--- config.mk ---
export PLATFORM = sky130hd
export DESIGN_NAME = cepstral_delta_regression_flat
export DESIGN_NICKNAME = d
export VERILOG_FILES = /design/src/hw/rtl/cdr_pkg.sv /design/src/hw/rtl/cdr_if.sv /design/src/hw/rtl/cdr_divider.sv /design/src/hw/rtl/cdr_engine.sv /design/src/hw/rtl/cepstral_delta_regression.sv /design/src/flat_wrapper.sv
export SDC_FILE = /design/constraint.sdc
export NUM_CORES = 2
export LEC_CHECK = 0
export BUFFER_PORTS_ARGS = -buffer_cell sky130_fd_sc_hd__clkbuf_2
export CAP_MARGIN = 10
export CORE_MARGIN = 3
export CORE_UTILIZATION = 30
export CTS_CLUSTER_DIAMETER = 100
export DETAILED_ROUTE_END_ITERATION = 6
export PLACE_DENSITY = 0.53
export SYNTH_ARGS = -nofsm -noshare
export SYNTH_HDL_FRONTEND = slang
export SYNTH_SLANG_ARGS = --single-unit
--- constraint.sdc ---
create_clock -name clock -period 12.75 [get_ports clock]
set_input_delay 2.55 -clock clock [delete_from_list [all_inputs] [get_ports clock]]
set_output_delay 2.55 -clock clock [all_outputs]
set_load 0.01 [all_outputs]
--- src/hw/rtl/cdr_pkg.sv ---
`timescale 1ns / 1ps
// ----------------------------------------------------------------------------
// Cepstral delta regression package
// Shared widths, payload types and width helpers of the delta block.
// ----------------------------------------------------------------------------
package cdr_pkg;

   localparam int SAMPLE_W   = 24;
   localparam int CSR_W      = 6;
   localparam int BAND_OUT_W = 5;
   localparam int LAG_OUT_W  = 2;

   localparam int DEFAULT_HALF_WIDTH = 2;
   localparam int DEFAULT_MAX_BANDS  = 32;

   localparam logic [CSR_W-1:0] NUM_BANDS_RESET = CSR_W'(12);

   localparam int POS_LIMIT = 8388607;
   localparam int NEG_LIMIT = 8388608;
   localparam logic [SAMPLE_W-1:0] Q_MAX = 24'h7FFFFF;
   localparam logic [SAMPLE_W-1:0] Q_MIN = 24'h800000;

   typedef struct packed {
      logic signed [SAMPLE_W-1:0] coefficient;
      logic                       final_frame;
   } cdr_req_type;

   typedef struct packed {
      logic signed [SAMPLE_W-1:0] delta;
      logic [BAND_OUT_W-1:0]      band;
      logic [LAG_OUT_W-1:0]       frame_lag;
      logic                       utterance_end;
   } cdr_rsp_type;

   typedef struct packed {
      logic [BAND_OUT_W-1:0] band;
      logic [LAG_OUT_W-1:0]  frame_lag;
      logic                  utterance_end;
   } cdr_tag_type;

   // 2 * sum k^2 for k = 1..half
   function automatic int denom_of(input int half);
      return half * (half + 1) * (2 * half + 1) / 3;
   endfunction

   // signed width of sum k * (x[f+k] - x[f-k])
   function automatic int num_width_of(input int half);
      return SAMPLE_W + 1 + $clog2(half * (half + 1) / 2 + 1);
   endfunction

endpackage

--- src/hw/rtl/cdr_if.sv ---
`timescale 1ns / 1ps
// ----------------------------------------------------------------------------
// Cepstral delta regression channels
// Valid/ready channels for coefficients, deltas and the band count register.
// ----------------------------------------------------------------------------
interface cdr_req_if;
   import cdr_pkg::*;
   logic        valid;
   logic        ready;
   cdr_req_type payload;
   modport source (output valid, output payload, input ready);
   modport sink   (input valid, input payload, output ready);
endinterface

interface cdr_rsp_if;
   import cdr_pkg::*;
   logic        valid;
   logic        ready;
   cdr_rsp_type payload;
   modport source (output valid, output payload, input ready);
   modport sink   (input valid, input payload, output ready);
endinterface

interface cdr_csr_if;
   import cdr_pkg::*;
   logic             valid;
   logic             ready;
   logic [CSR_W-1:0] data;
   modport source (output valid, output data, input ready);
   modport sink   (input valid, input data, output ready);
endinterface

--- src/hw/rtl/cdr_divider.sv ---
`timescale 1ns / 1ps
// ----------------------------------------------------------------------------
// Cepstral delta regression divider
// Rounds numerator / (2 * sum k^2) to nearest, ties away from zero, and
// saturates to Q15.8. Three stalling stages, the last is the output register.
// ----------------------------------------------------------------------------
module cdr_divider #(
   parameter int HALF_WIDTH = cdr_pkg::DEFAULT_HALF_WIDTH
) (
   input  logic                                                 clock,
   input  logic                                                 reset,
   input  logic                                                 in_valid,
   output logic                                                 in_ready,
   input  logic signed [cdr_pkg::num_width_of(HALF_WIDTH)-1:0]  in_value,
   input  cdr_pkg::cdr_tag_type                                 in_tag,
   output logic                                                 out_valid,
   input  logic                                                 out_ready,
   output logic signed [cdr_pkg::SAMPLE_W-1:0]                  out_delta,
   output cdr_pkg::cdr_tag_type                                 out_tag
);
   import cdr_pkg::*;

   localparam int NUM_W  = num_width_of(HALF_WIDTH);
   localparam int DENOM  = denom_of(HALF_WIDTH);
   localparam int HALF_D = DENOM / 2;
   localparam logic [NUM_W-1:0] RECIP = NUM_W'((64'd1 << NUM_W) / DENOM);

   logic                  s1_valid_ff;
   logic                  s1_neg_ff;
   logic [NUM_W-1:0]      s1_m_ff;
   cdr_tag_type           s1_tag_ff;
   logic                  s2_valid_ff;
   logic                  s2_neg_ff;
   logic [NUM_W-1:0]      s2_m_ff;
   logic [2*NUM_W-1:0]    s2_prod_ff;
   cdr_tag_type           s2_tag_ff;
   logic                  out_valid_ff;
   logic [SAMPLE_W-1:0]   out_delta_ff;
   cdr_tag_type           out_tag_ff;

   logic                  s1_en;
   logic                  s2_en;
   logic                  s3_en;
   logic [NUM_W-1:0]      mag;
   logic [NUM_W-1:0]      m_in;
   logic [NUM_W-1:0]      q_est;
   logic [NUM_W-1:0]      rem;
   logic [NUM_W-1:0]      q;
   logic [SAMPLE_W-1:0]   delta_in;

   assign s3_en    = !out_valid_ff || out_ready;
   assign s2_en    = !s2_valid_ff || s3_en;
   assign s1_en    = !s1_valid_ff || s2_en;
   assign in_ready = s1_en;

   always_comb begin
      mag  = in_value[NUM_W-1] ? NUM_W'(-in_value) : NUM_W'(in_value);
      m_in = mag + NUM_W'(HALF_D);
   end

   // reciprocal estimate is at most one low
   always_comb begin
      q_est = s2_prod_ff[2*NUM_W-1:NUM_W];
      rem   = s2_m_ff - q_est * NUM_W'(DENOM);
      q     = (rem >= NUM_W'(DENOM)) ? q_est + NUM_W'(1) : q_est;
      if (s2_neg_ff) begin
         delta_in = (q > NUM_W'(NEG_LIMIT)) ? Q_MIN : SAMPLE_W'(NUM_W'(0) - q);
      end else begin
         delta_in = (q > NUM_W'(POS_LIMIT)) ? Q_MAX : SAMPLE_W'(q);
      end
   end

   always_ff @(posedge clock) begin
      if (reset) begin
         s1_valid_ff  <= 1'b0;
         s2_valid_ff  <= 1'b0;
         out_valid_ff <= 1'b0;
      end else begin
         if (s1_en) begin
            s1_valid_ff <= in_valid;
         end
         if (s2_en) begin
            s2_valid_ff <= s1_valid_ff;
         end
         if (s3_en) begin
            out_valid_ff <= s2_valid_ff;
         end
      end
   end

   always_ff @(posedge clock) begin
      if (s1_en) begin
         s1_neg_ff <= in_value[NUM_W-1];
         s1_m_ff   <= m_in;
         s1_tag_ff <= in_tag;
      end
      if (s2_en) begin
         s2_neg_ff  <= s1_neg_ff;
         s2_m_ff    <= s1_m_ff;
         s2_prod_ff <= (2*NUM_W)'(s1_m_ff) * (2*NUM_W)'(RECIP);
         s2_tag_ff  <= s1_tag_ff;
      end
      if (s3_en) begin
         out_delta_ff <= delta_in;
         out_tag_ff   <= s2_tag_ff;
      end
   end

   assign out_valid = out_valid_ff;
   assign out_delta = out_delta_ff;
   assign out_tag   = out_tag_ff;

endmodule

--- src/hw/rtl/cdr_engine.sv ---
`timescale 1ns / 1ps
// ----------------------------------------------------------------------------
// Cepstral delta regression engine
// Frame/band bookkeeping, history memory, window fill and numerator issue.
// ----------------------------------------------------------------------------
module cdr_engine #(
   parameter int HALF_WIDTH = cdr_pkg::DEFAULT_HALF_WIDTH,
   parameter int MAX_BANDS  = cdr_pkg::DEFAULT_MAX_BANDS
) (
   input  logic                                                 clock,
   input  logic                                                 reset,
   input  logic [cdr_pkg::CSR_W-1:0]                            num_bands,
   input  logic                                                 req_valid,
   output logic                                                 req_ready,
   input  cdr_pkg::cdr_req_type                                 req_payload,
   output logic                                                 num_valid,
   input  logic                                                 num_ready,
   output logic signed [cdr_pkg::num_width_of(HALF_WIDTH)-1:0]  num_value,
   output cdr_pkg::cdr_tag_type                                 num_tag
);
   import cdr_pkg::*;

   localparam int SPAN   = 2 * HALF_WIDTH + 1;
   localparam int DEPTH  = SPAN * MAX_BANDS;
   localparam int ADDR_W = $clog2(DEPTH);
   localparam int BAND_W = (MAX_BANDS > 1) ? $clog2(MAX_BANDS) : 1;
   localparam int SLOT_W = $clog2(SPAN);
   localparam int LW     = $clog2(SPAN + 1);
   localparam int EFF_W  = CSR_W + 1;
   localparam int NUM_W  = num_width_of(HALF_WIDTH);

   typedef enum logic [1:0] {ST_IDLE, ST_FILL, ST_SETTLE, ST_EMIT} state_type;

   state_type                  state_ff;
   state_type                  state_in;

   logic [BAND_W-1:0]          band_cnt_ff;
   logic [LW-1:0]              seen_ff;
   logic [SLOT_W-1:0]          slot_ff;

   logic                       job_valid_ff;
   logic signed [SAMPLE_W-1:0] job_sample_ff;
   logic [BAND_W-1:0]          job_band_ff;
   logic [SLOT_W-1:0]          job_slot_ff;
   logic [LW-1:0]              job_seen_ff;
   logic                       job_final_ff;
   logic                       job_end_ff;

   logic signed [SAMPLE_W-1:0] cur_sample_ff;
   logic [BAND_W-1:0]          cur_band_ff;
   logic [SLOT_W-1:0]          cur_slot_ff;
   logic [LW-1:0]              cur_seen_ff;
   logic                       cur_final_ff;
   logic                       cur_end_ff;

   logic [LW-1:0]              lag_ff;
   logic [LW-1:0]              fill_ff;
   logic                       pend_valid_ff;
   logic                       pend_mem_ff;
   logic signed [SAMPLE_W-1:0] mem_q_ff;
   logic signed [SAMPLE_W-1:0] win_ff [SPAN];
   logic signed [SAMPLE_W-1:0] history_ff [DEPTH];

   logic                       accept;
   logic                       take;
   logic [EFF_W-1:0]           eff;
   logic                       frame_end;
   logic [LW-1:0]              hi_start;
   logic                       need_emit;
   logic [LW-1:0]              lo_lag;
   logic                       emit_go;
   logic                       last_emit;
   logic [LW-1:0]              fill_tot;
   logic [LW-1:0]              fill_raw;
   logic [LW-1:0]              fill_lag;
   logic [SLOT_W:0]            slot_sum;
   logic [SLOT_W-1:0]          rd_slot;
   logic                       rd_en;
   logic [ADDR_W-1:0]          rd_addr;
   logic [ADDR_W-1:0]          wr_addr;
   logic signed [NUM_W-1:0]    num_acc;

   // front: band / frame bookkeeping at accept
   always_comb begin
      if (num_bands == '0) begin
         eff = EFF_W'(1);
      end else if (EFF_W'(num_bands) > EFF_W'(MAX_BANDS)) begin
         eff = EFF_W'(MAX_BANDS);
      end else begin
         eff = EFF_W'(num_bands);
      end
      frame_end = (EFF_W'(band_cnt_ff) + EFF_W'(1)) >= eff;
   end

   assign take      = (state_ff == ST_IDLE) && job_valid_ff;
   assign req_ready = !job_valid_ff || take;
   assign accept    = req_valid && req_ready;

   always_ff @(posedge clock) begin
      if (reset) begin
         band_cnt_ff  <= '0;
         seen_ff      <= '0;
         slot_ff      <= '0;
         job_valid_ff <= 1'b0;
      end else begin
         if (accept) begin
            job_valid_ff <= 1'b1;
            if (frame_end) begin
               band_cnt_ff <= '0;
               if (req_payload.final_frame) begin
                  seen_ff <= '0;
                  slot_ff <= '0;
               end else begin
                  if (seen_ff < LW'(SPAN)) begin
                     seen_ff <= seen_ff + LW'(1);
                  end
                  slot_ff <= (slot_ff == SLOT_W'(SPAN - 1)) ? '0 : slot_ff + SLOT_W'(1);
               end
            end else begin
               band_cnt_ff <= band_cnt_ff + BAND_W'(1);
            end
         end else if (take) begin
            job_valid_ff <= 1'b0;
         end
      end
   end

   always_ff @(posedge clock) begin
      if (accept) begin
         job_sample_ff <= req_payload.coefficient;
         job_band_ff   <= band_cnt_ff;
         job_slot_ff   <= slot_ff;
         job_seen_ff   <= seen_ff;
         job_final_ff  <= req_payload.final_frame;
         job_end_ff    <= frame_end;
      end
   end

   // sequencer
   always_comb begin
      if (job_final_ff) begin
         hi_start = (job_seen_ff < LW'(HALF_WIDTH)) ? job_seen_ff : LW'(HALF_WIDTH);
      end else begin
         hi_start = LW'(HALF_WIDTH);
      end
      need_emit = job_final_ff || (job_seen_ff >= LW'(HALF_WIDTH));
      lo_lag    = cur_final_ff ? '0 : LW'(HALF_WIDTH);
      emit_go   = (state_ff == ST_EMIT) && num_ready;
      last_emit = (lag_ff == lo_lag);
   end

   // window fill: taps run from lag hi+N down to hi-N, clamped to [0, seen]
   always_comb begin
      fill_tot = lag_ff + LW'(HALF_WIDTH);
      fill_raw = fill_tot - fill_ff;
      if (fill_ff >= fill_tot) begin
         fill_lag = '0;
      end else if (fill_raw > cur_seen_ff) begin
         fill_lag = cur_seen_ff;
      end else begin
         fill_lag = fill_raw;
      end
      slot_sum = (SLOT_W+1)'(cur_slot_ff) + (SLOT_W+1)'(SPAN) - (SLOT_W+1)'(fill_lag);
      rd_slot  = (slot_sum >= (SLOT_W+1)'(SPAN)) ? SLOT_W'(slot_sum - (SLOT_W+1)'(SPAN))
                                                 : SLOT_W'(slot_sum);
      rd_en    = (state_ff == ST_FILL) && (fill_lag != '0);
      rd_addr  = ADDR_W'(rd_slot) * ADDR_W'(MAX_BANDS) + ADDR_W'(cur_band_ff);
      wr_addr  = ADDR_W'(job_slot_ff) * ADDR_W'(MAX_BANDS) + ADDR_W'(job_band_ff);
   end

   always_comb begin
      state_in = state_ff;
      case (state_ff)
         ST_IDLE: begin
            if (take && need_emit) begin
               state_in = ST_FILL;
            end
         end
         ST_FILL: begin
            if (fill_ff == LW'(SPAN - 1)) begin
               state_in = ST_SETTLE;
            end
         end
         ST_SETTLE: begin
            state_in = ST_EMIT;
         end
         ST_EMIT: begin
            if (emit_go && last_emit) begin
               state_in = ST_IDLE;
            end
         end
         default: begin
            state_in = ST_IDLE;
         end
      endcase
   end

   always_ff @(posedge clock) begin
      if (reset) begin
         state_ff      <= ST_IDLE;
         pend_valid_ff <= 1'b0;
         pend_mem_ff   <= 1'b0;
         fill_ff       <= '0;
         lag_ff        <= '0;
      end else begin
         state_ff      <= state_in;
         pend_valid_ff <= (state_ff == ST_FILL);
         pend_mem_ff   <= rd_en;
         if (take) begin
            fill_ff <= '0;
            lag_ff  <= hi_start;
         end else begin
            if (state_ff == ST_FILL) begin
               fill_ff <= fill_ff + LW'(1);
            end
            if (emit_go && !last_emit) begin
               lag_ff <= lag_ff - LW'(1);
            end
         end
      end
   end

   always_ff @(posedge clock) begin
      if (take) begin
         cur_sample_ff <= job_sample_ff;
         cur_band_ff   <= job_band_ff;
         cur_slot_ff   <= job_slot_ff;
         cur_seen_ff   <= job_seen_ff;
         cur_final_ff  <= job_final_ff;
         cur_end_ff    <= job_end_ff;
      end
      if (pend_valid_ff || (emit_go && !last_emit)) begin
         for (int j = SPAN - 1; j > 0; j--) begin
            win_ff[j] <= win_ff[j-1];
         end
         win_ff[0] <= (pend_valid_ff && pend_mem_ff) ? mem_q_ff : cur_sample_ff;
      end
   end

   // history memory: one write, one registered read
   always_ff @(posedge clock) begin
      if (take) begin
         history_ff[wr_addr] <= job_sample_ff;
      end
      if (rd_en) begin
         mem_q_ff <= history_ff[rd_addr];
      end
   end

   always_comb begin
      num_acc = '0;
      for (int k = 1; k <= HALF_WIDTH; k++) begin
         num_acc = num_acc + NUM_W'(k) *
                   (NUM_W'(win_ff[HALF_WIDTH-k]) - NUM_W'(win_ff[HALF_WIDTH+k]));
      end
   end

   assign num_valid             = (state_ff == ST_EMIT);
   assign num_value             = num_acc;
   assign num_tag.band          = BAND_OUT_W'(cur_band_ff);
   assign num_tag.frame_lag     = LAG_OUT_W'(lag_ff);
   assign num_tag.utterance_end = cur_final_ff && cur_end_ff && (lag_ff == '0);

endmodule

--- src/hw/rtl/cepstral_delta_regression.sv ---
`timescale 1ns / 1ps
// ----------------------------------------------------------------------------
// Cepstral delta regression
// Regression deltas of cepstral coefficients over +/-HALF_WIDTH frames.
// ----------------------------------------------------------------------------
// req_chan takes one signed Q15.8 coefficient per beat, bands in order, with
// final_frame set on every beat of the utterance's last frame. rsp_chan gives
// one delta beat per result with its band, frame_lag and utterance_end.
// csr_chan writes num_bands; it is always ready. The user must write it only while
// idle; the block itself does not enforce this. A beat that yields a delta takes
// the engine through its fill, settle and emit states, with a further emit for each
// further delta a final-frame beat flushes; beats that yield nothing leave the
// engine idle. In the fill state the engine reads one window tap per cycle from
// the history memory's read port, or takes the current coefficient at lag 0.
// One further coefficient is buffered while the engine works.
// Reset clears band, frame and slot counters and sets num_bands to 12; the
// history memory is not cleared, a slot is always written before it is read.
// When rsp_chan stalls, the divider pipeline holds up to three deltas, then
// the engine waits and req_chan backs up.
// ----------------------------------------------------------------------------
module cepstral_delta_regression #(
   parameter int HALF_WIDTH = cdr_pkg::DEFAULT_HALF_WIDTH,
   parameter int MAX_BANDS  = cdr_pkg::DEFAULT_MAX_BANDS
) (
   input  logic       clock,
   input  logic       reset,
   cdr_req_if.sink    req_chan,
   cdr_rsp_if.source  rsp_chan,
   cdr_csr_if.sink    csr_chan
);
   import cdr_pkg::*;

   localparam int NUM_W = num_width_of(HALF_WIDTH);

   logic [CSR_W-1:0]           num_bands_ff;
   logic                       num_valid;
   logic                       num_ready;
   logic signed [NUM_W-1:0]    num_value;
   cdr_tag_type                num_tag;
   logic                       div_valid;
   logic signed [SAMPLE_W-1:0] div_delta;
   cdr_tag_type                div_tag;

   assign csr_chan.ready = 1'b1;

   always_ff @(posedge clock) begin
      if (reset) begin
         num_bands_ff <= NUM_BANDS_RESET;
      end else if (csr_chan.valid) begin
         num_bands_ff <= csr_chan.data;
      end
   end

   cdr_engine #(
      .HALF_WIDTH (HALF_WIDTH),
      .MAX_BANDS  (MAX_BANDS)
   ) u_engine (
      .clock       (clock),
      .reset       (reset),
      .num_bands   (num_bands_ff),
      .req_valid   (req_chan.valid),
      .req_ready   (req_chan.ready),
      .req_payload (req_chan.payload),
      .num_valid   (num_valid),
      .num_ready   (num_ready),
      .num_value   (num_value),
      .num_tag     (num_tag)
   );

   cdr_divider #(
      .HALF_WIDTH (HALF_WIDTH)
   ) u_divider (
      .clock     (clock),
      .reset     (reset),
      .in_valid  (num_valid),
      .in_ready  (num_ready),
      .in_value  (num_value),
      .in_tag    (num_tag),
      .out_valid (div_valid),
      .out_ready (rsp_chan.ready),
      .out_delta (div_delta),
      .out_tag   (div_tag)
   );

   assign rsp_chan.valid                 = div_valid;
   assign rsp_chan.payload.delta         = div_delta;
   assign rsp_chan.payload.band          = div_tag.band;
   assign rsp_chan.payload.frame_lag     = div_tag.frame_lag;
   assign rsp_chan.payload.utterance_end = div_tag.utterance_end;

endmodule

--- src/flat_wrapper.sv ---
// flat-port wrapper written by rule: the top's interface ports become plain ports
module cepstral_delta_regression_flat import cdr_pkg::*;
#(
   parameter int HALF_WIDTH = cdr_pkg::DEFAULT_HALF_WIDTH,
   parameter int MAX_BANDS  = cdr_pkg::DEFAULT_MAX_BANDS
)
  (clock, reset, req_chan_valid, req_chan_payload, req_chan_ready, rsp_chan_valid, rsp_chan_payload, rsp_chan_ready, csr_chan_valid, csr_chan_data, csr_chan_ready);
  cdr_req_if req_chan_i ();
  cdr_rsp_if rsp_chan_i ();
  cdr_csr_if csr_chan_i ();
  input  logic clock;
  input  logic reset;
  input wire logic [$bits(req_chan_i.valid)-1:0] req_chan_valid;
  input wire logic [$bits(req_chan_i.payload)-1:0] req_chan_payload;
  output wire logic [$bits(req_chan_i.ready)-1:0] req_chan_ready;
  output wire logic [$bits(rsp_chan_i.valid)-1:0] rsp_chan_valid;
  output wire logic [$bits(rsp_chan_i.payload)-1:0] rsp_chan_payload;
  input wire logic [$bits(rsp_chan_i.ready)-1:0] rsp_chan_ready;
  input wire logic [$bits(csr_chan_i.valid)-1:0] csr_chan_valid;
  input wire logic [$bits(csr_chan_i.data)-1:0] csr_chan_data;
  output wire logic [$bits(csr_chan_i.ready)-1:0] csr_chan_ready;
  assign req_chan_i.valid = req_chan_valid;
  assign req_chan_i.payload = req_chan_payload;
  assign req_chan_ready = req_chan_i.ready;
  assign rsp_chan_valid = rsp_chan_i.valid;
  assign rsp_chan_payload = rsp_chan_i.payload;
  assign rsp_chan_i.ready = rsp_chan_ready;
  assign csr_chan_i.valid = csr_chan_valid;
  assign csr_chan_i.data = csr_chan_data;
  assign csr_chan_ready = csr_chan_i.ready;
  cepstral_delta_regression #(.HALF_WIDTH(HALF_WIDTH), .MAX_BANDS(MAX_BANDS)) u_core (.clock(clock), .reset(reset), .req_chan(req_chan_i), .rsp_chan(rsp_chan_i), .csr_chan(csr_chan_i));
endmodule
## Word level (Yosys, flattened, before mapping)

Memories as Yosys holds them, arrays and structs flattened. A register that Yosys moved wholly into a read port is not among the register bits.
Cells that the tools add are included.

- Flip-flop bits (word level): 258
- Memory bits (writable): 3960
- Output and inout port bits: 35
- Logic and storage cells: 148
- Memories: 2

- Add/sub/neg operators: 21
- $mul: 2
- Order comparisons: 11
- Eq/ne operators: 9
- Multiplexer cells: 31
- Reductions and logical operators: 32

Memory list:

| name | depth | bits a word | rd ports | clocked after Yosys merged registers in | wr ports | RTL line | text |
|---|---|---|---|---|---|---|---|
| u_core.u_engine.history_ff | 160 | 24 | 1 | 1 | 1 | cdr_engine.sv:62 | `logic signed [SAMPLE_W-1:0] history_ff [DEPTH];` |
| u_core.u_engine.win_ff | 5 | 24 | 5 | 0 | 5 | cdr_engine.sv:61 | `logic signed [SAMPLE_W-1:0] win_ff [SPAN];` |

Operators with widths:

| kind | count |
|---|---|
| 24-bit 2-to-1 mux | 4 |
| 24-bit by 24-bit subtractor with 25-bit output | 2 |
| 27-bit by 22-bit multiplier with 49-bit output, second input constant | 1 |
| 3-bit 2-to-1 mux | 11 |
| 25-bit by 26-bit adder with 27-bit output | 1 |
| 27-bit by 3-bit adder with 27-bit output, second input constant | 1 |
| 27-bit by 4-bit >= comparator with 1-bit output, second input constant | 1 |
| 27-bit 2-to-1 mux | 1 |
| 27-bit negator | 1 |
| 27-bit subtractor | 1 |
| 24-bit by 3-bit multiplier with 26-bit output, second input constant | 1 |
| 24-bit by 1-bit adder with 25-bit output, second input constant | 1 |
| 25-bit by 23-bit greater-than comparator with 1-bit output, second input constant | 1 |
| 25-bit by 24-bit greater-than comparator with 1-bit output, second input constant | 1 |
| 25-bit 2-to-1 mux | 1 |
| 1-bit by 24-bit subtractor with 24-bit output, first input constant | 1 |
| 8-bit by 5-bit adder with 8-bit output | 2 |
| 6-bit 2-to-1 mux | 2 |
| 1-bit logical AND | 10 |
| 3-bit by 1-bit adder with 3-bit output, second input constant | 3 |
| 2-bit 2-to-1 mux | 4 |
| 2-bit case mux with 4 select lines | 1 |
| 6-bit by 7-bit >= comparator with 1-bit output | 1 |
| 5-bit by 1-bit adder with 6-bit output, second input constant | 1 |
| 31 further kinds | 52 |

## Longest topological paths before layout

- Depth in word-level cells: 9
- Mapped depth: 37
- Depth with buffers taken out: 36

## Cells and area by module

From an unflattened synthesis, not the netlist that was laid out.

- Cells, all modules: 8638
- Area total of the unflattened synthesis: 177968.2 um^2

By module, submodules not included:

| module | times used | cells each | area an instance (um^2) | seq. area each (um^2) |
|---|---|---|---|---|
| cdr_engine | 1 | 6613 | 157830.1 | 122297.3 |
| cdr_divider | 1 | 2004 | 19910.3 | 3873.7 |
| cepstral_delta_regression | 1 | 21 | 227.7 | 120.1 |

## Worst setup path before layout

OpenSTA, ideal clock, no wires.

- Path kind: input -> register
- Start: input rsp_chan_ready
- End: memory u_core.u_engine.win_ff[0][0], enable pin
- Library setup time: 1066 ps
- Arrival time: 6311 ps
- Data required time: 11684 ps
- Setup slack: 5373 ps
- Stages on the path: 4
- Path through: nor2b_1 nand3_1 nand3_1 nand2b_1

RTL lines:

| element | RTL line | text |
|---|---|---|
| start: declaration | flat_wrapper.sv:18 | `input wire logic [$bits(rsp_chan_i.ready)-1:0] rsp_chan_ready;` |
| end: declaration | cdr_engine.sv:61 |  |

==> summary.txt <==
Status
  • Outcome: complete, no violations

STA
  • Final period util: 73.01%
  • Final Hold Vio Count: 0
  • Setup-failing EPs final: 0
  • RSZ-0062 raised after global routing: false
  • Relative slew slack: 16.49%
  • Achievable clock frequency: 0.1074 GHz
  • Final min period: 9.308 ns
  • Total negative slack: 0 ns
  • Max-slew violation count: 0
  • Slew @ Worst Pin: 1.253 ns
  • Setup Skew: 0.09846 ns
  • Fin Hold WS: 0.4050 ns

Critical path
  • Setup crit end kind: flop
  • Arrival time at the worst endpoint: 10.02 ns
  • Worst Path Required: 13.46 ns
  • CP Launch Type: flop
  • Critical path's slowest cell: and3_1
  • CP max stage delay: 0.73 ns
  • CP Class: flop to flop
  • Crit-path max FO: 27
  • R2r worst-path depth: 33
  • Top cell by count, worst path: o21ai_0

Layout
  • Area grow syn2layout: 14.45%
  • Highest-count cells in the layout ignoring fill and taps: edfxtp_1 (4185), mux4_2 (1248), inv_1 (493)
  • Fin cells: 17210
  • Final Cell Area: 0.2036 mm²
  • Most common cell after layout, fill and taps aside: edfxtp_1
  • Fin nets: 9695
  • Share of cells above drive strength 1: 26.50%

Logic synthesis
  • Cell count after synthesis: 8600
  • Post-synth EDFFs: 4185
  • Asr flop ratio synth: 0%
  • #FFs+latches synth: 4216
  • Synthesized net count: 9268
  • Syn Area/Cell: 20.68 µm²
  • Yosys warns: 0
  • Count of different cell masters after synthesis: 109
  • Mapped Area: 0.1779 mm²
  • Post-synth top flop: edfxtp_1
  • Register area share after synthesis: 71.00%

Placement
  • Post-Place Cells: 16400
  • DP Wirelength: 275800 µm
  • Placed Area: 0.1898 mm²
  • GP Congestion: 0.8278
  • Port buffer count: 69

Drt
  • Pre-antenna DRT Iters: 6
  • ANT nets after route: 0
  • DRC viols: 0
  • DRT iter0 DRCs: 10340
  • WL final: 481100 µm
  • DR vias: 87480
  • Per-cell routed wire length: 27.96 µm
  • Via density per instance: 5.083

Die
  • Die height: 776.0 µm
  • Starting density of the core: 30.13%
  • IO Count: 71
  • Die Area: 0.6022 mm²
  • Site Rows: 282
  • Total core area: 0.5903 mm²
  • Die width: 776.0 µm

Worst hold path
  • Worst Hold Depth: 0
  • Hold WC Path Type: flop to flop

Global route
  • Grt ovf: 0
  • Largest net degree at the start of global routing: 162
  • Vias in the first global route: 89590
  • GRT Total Usage: 15.62%
  • First-pass GRT wire length: 680700 µm
  • Initial antenna violation count: 51

CTS
  • Total CTS buffers: 434
  • Reg clk slew, reported paths: 0.06 ns
  • # Post-CTS Setup Buffers: 0
  • CTS Hold Bufs: 0
  • Post-CTS sizing: 0
  • Worst skew pair latency: 1.01 ns
  • Number of H-tree levels: 5
  • CTS tree: yes
  • # clock sinks: 4216
  • Root buffer cell: clkbuf_16
  • Longest Clk Path Bufs: 4

Flow run
  • Total of max-cap violations: 0
-- cell families (layout without fill, tap and decap cells) --
family | after synthesis | after routing | share of synthesized area [%]
adder cells (fa/ha/maj) | 632 | 632 | 5.526
AO/OA/AOI/OAI | 518 | 518 | 2.014
XOR/XNOR | 181 | 181 | 0.9187
multiplexers | 1347 | 1347 | 16.39
buffers and inverters | 847 | 1641 | 1.820
AND/OR/NAND/NOR | 858 | 858 | 2.325
flip-flops | 4216 | 4216 | 71.00
other | 1 | 8 | 0.002108
-- cell usage after synthesis (all sizes together) (12+ instances only) --
master | count | area, µm²
nor2 | 307 | 1157
inv | 497 | 1866
xnor2 | 125 | 1117
or3 | 24 | 150.1
o21a | 17 | 127.6
nand2b | 24 | 150.1
nand3 | 85 | 435.4
fa | 256 | 5125
a21oi | 123 | 626.9
o21ai | 127 | 658.1
mux2 | 51 | 574.3
o31ai | 14 | 123.9
nor3 | 60 | 320.3
clkbuf | 248 | 932.1
mux4 | 1248 | 28110
or2 | 12 | 75.07
a211o | 14 | 122.6
xor2 | 56 | 516.8
mux2i | 48 | 480.5
edfxtp | 4185 | 125700
nor4 | 15 | 136.4
a21o | 46 | 345.3
ha | 376 | 4705
a31oi | 25 | 156.4
nand2 | 186 | 698.2
a211oi | 31 | 290.3
buf | 101 | 435.4
nand4 | 32 | 212.7
dfxtp | 31 | 620.6
a41oi | 14 | 130.1
nor2b | 32 | 200.2
a21boi | 12 | 93.84
and3 | 19 | 118.9
and2 | 22 | 137.6
-- worst max-delay path, delay by kind of cell, from the launching register on --
| kind | cells | cell delay [ns] |
|---|---|---|
| xor+xnor | 1 | 0.09 |
| compound gates | 17 | 4.63 |
| flops | 1 | 0.39 |
| buf+inv | 4 | 0.64 |
| fa+ha+maj | 5 | 1.46 |
| mux | 1 | 0.23 |
| simple gates | 5 | 1.57 |
-- sequential cells by signal (all words and copies together) (netlist names), 6 cells and up --
signal                         count
u_core.u_divider.out_tag           8
u_core.u_engine.history_ff      3840
u_core.u_divider.s2_m_ff          26
u_core.u_engine.cur_sample_ff     24
u_core.u_divider.s1_m_ff          27
u_core.u_engine.win_ff           120
u_core.u_engine.job_sample_ff     24
u_core.u_engine.mem_q_ff          24
u_core.num_bands_ff                6
u_core.u_divider.out_delta        24
u_core.u_divider.s1_tag_ff         8
u_core.u_divider.s2_tag_ff         8
u_core.u_divider.s2_prod_ff       24
-- worst paths after layout --
path	start	end	slack (ns)
setup / recovery	u_core.u_engine.win_ff[0][0]$_DFFE_PP_	u_core.u_divider.s1_m_ff[24]$_DFFE_PN_	3.44
hold / removal	u_core.u_divider.s1_neg_ff$_DFFE_PN_	u_core.u_divider.s2_neg_ff$_DFFE_PP_	0.41
setup reg to reg	u_core.u_engine.win_ff[0][0]$_DFFE_PP_	u_core.u_divider.s1_m_ff[24]$_DFFE_PN_	3.44
hold reg to reg	u_core.u_divider.s1_neg_ff$_DFFE_PN_	u_core.u_divider.s2_neg_ff$_DFFE_PP_	0.41
-- routing by layer --
| metal | track usage (%) | vias up | wire length, µm |
|---|---|---|---|
| li1 | - | 36020 | - |
| met1 | 22.46 | 47510 | 207100 |
| met2 | 25.07 | 3341 | 227700 |
| met3 | 2.418 | 607 | 35300 |
| met4 | 3.507 | 12 | 10920 |
| met5 | 0 | - | 80 |
-- cell type report --
cell class                 instances  area [µm²]
fill                           54500      386700
sequential                      4216      126300
multi-input combinational       3537       49270
clock buffer                     530       11390
tap                             7810        9772
timing repair buffer             340        2643
clock inverter                   273        2326
inverter                         498        1871
antenna                            7       17.52
-- stage by stage --
step                utilization [%]  setup slack [ns]
CTS                           34.48             3.411
detailed placement            32.16             3.479
finish                        34.49             3.442
global route                  34.48             2.559
floorplan                         -             5.373
global placement              32.16             3.401
Power is not shown: default switching activity piles up to over one toggle a cycle in this logic, so the estimate is an artifact.
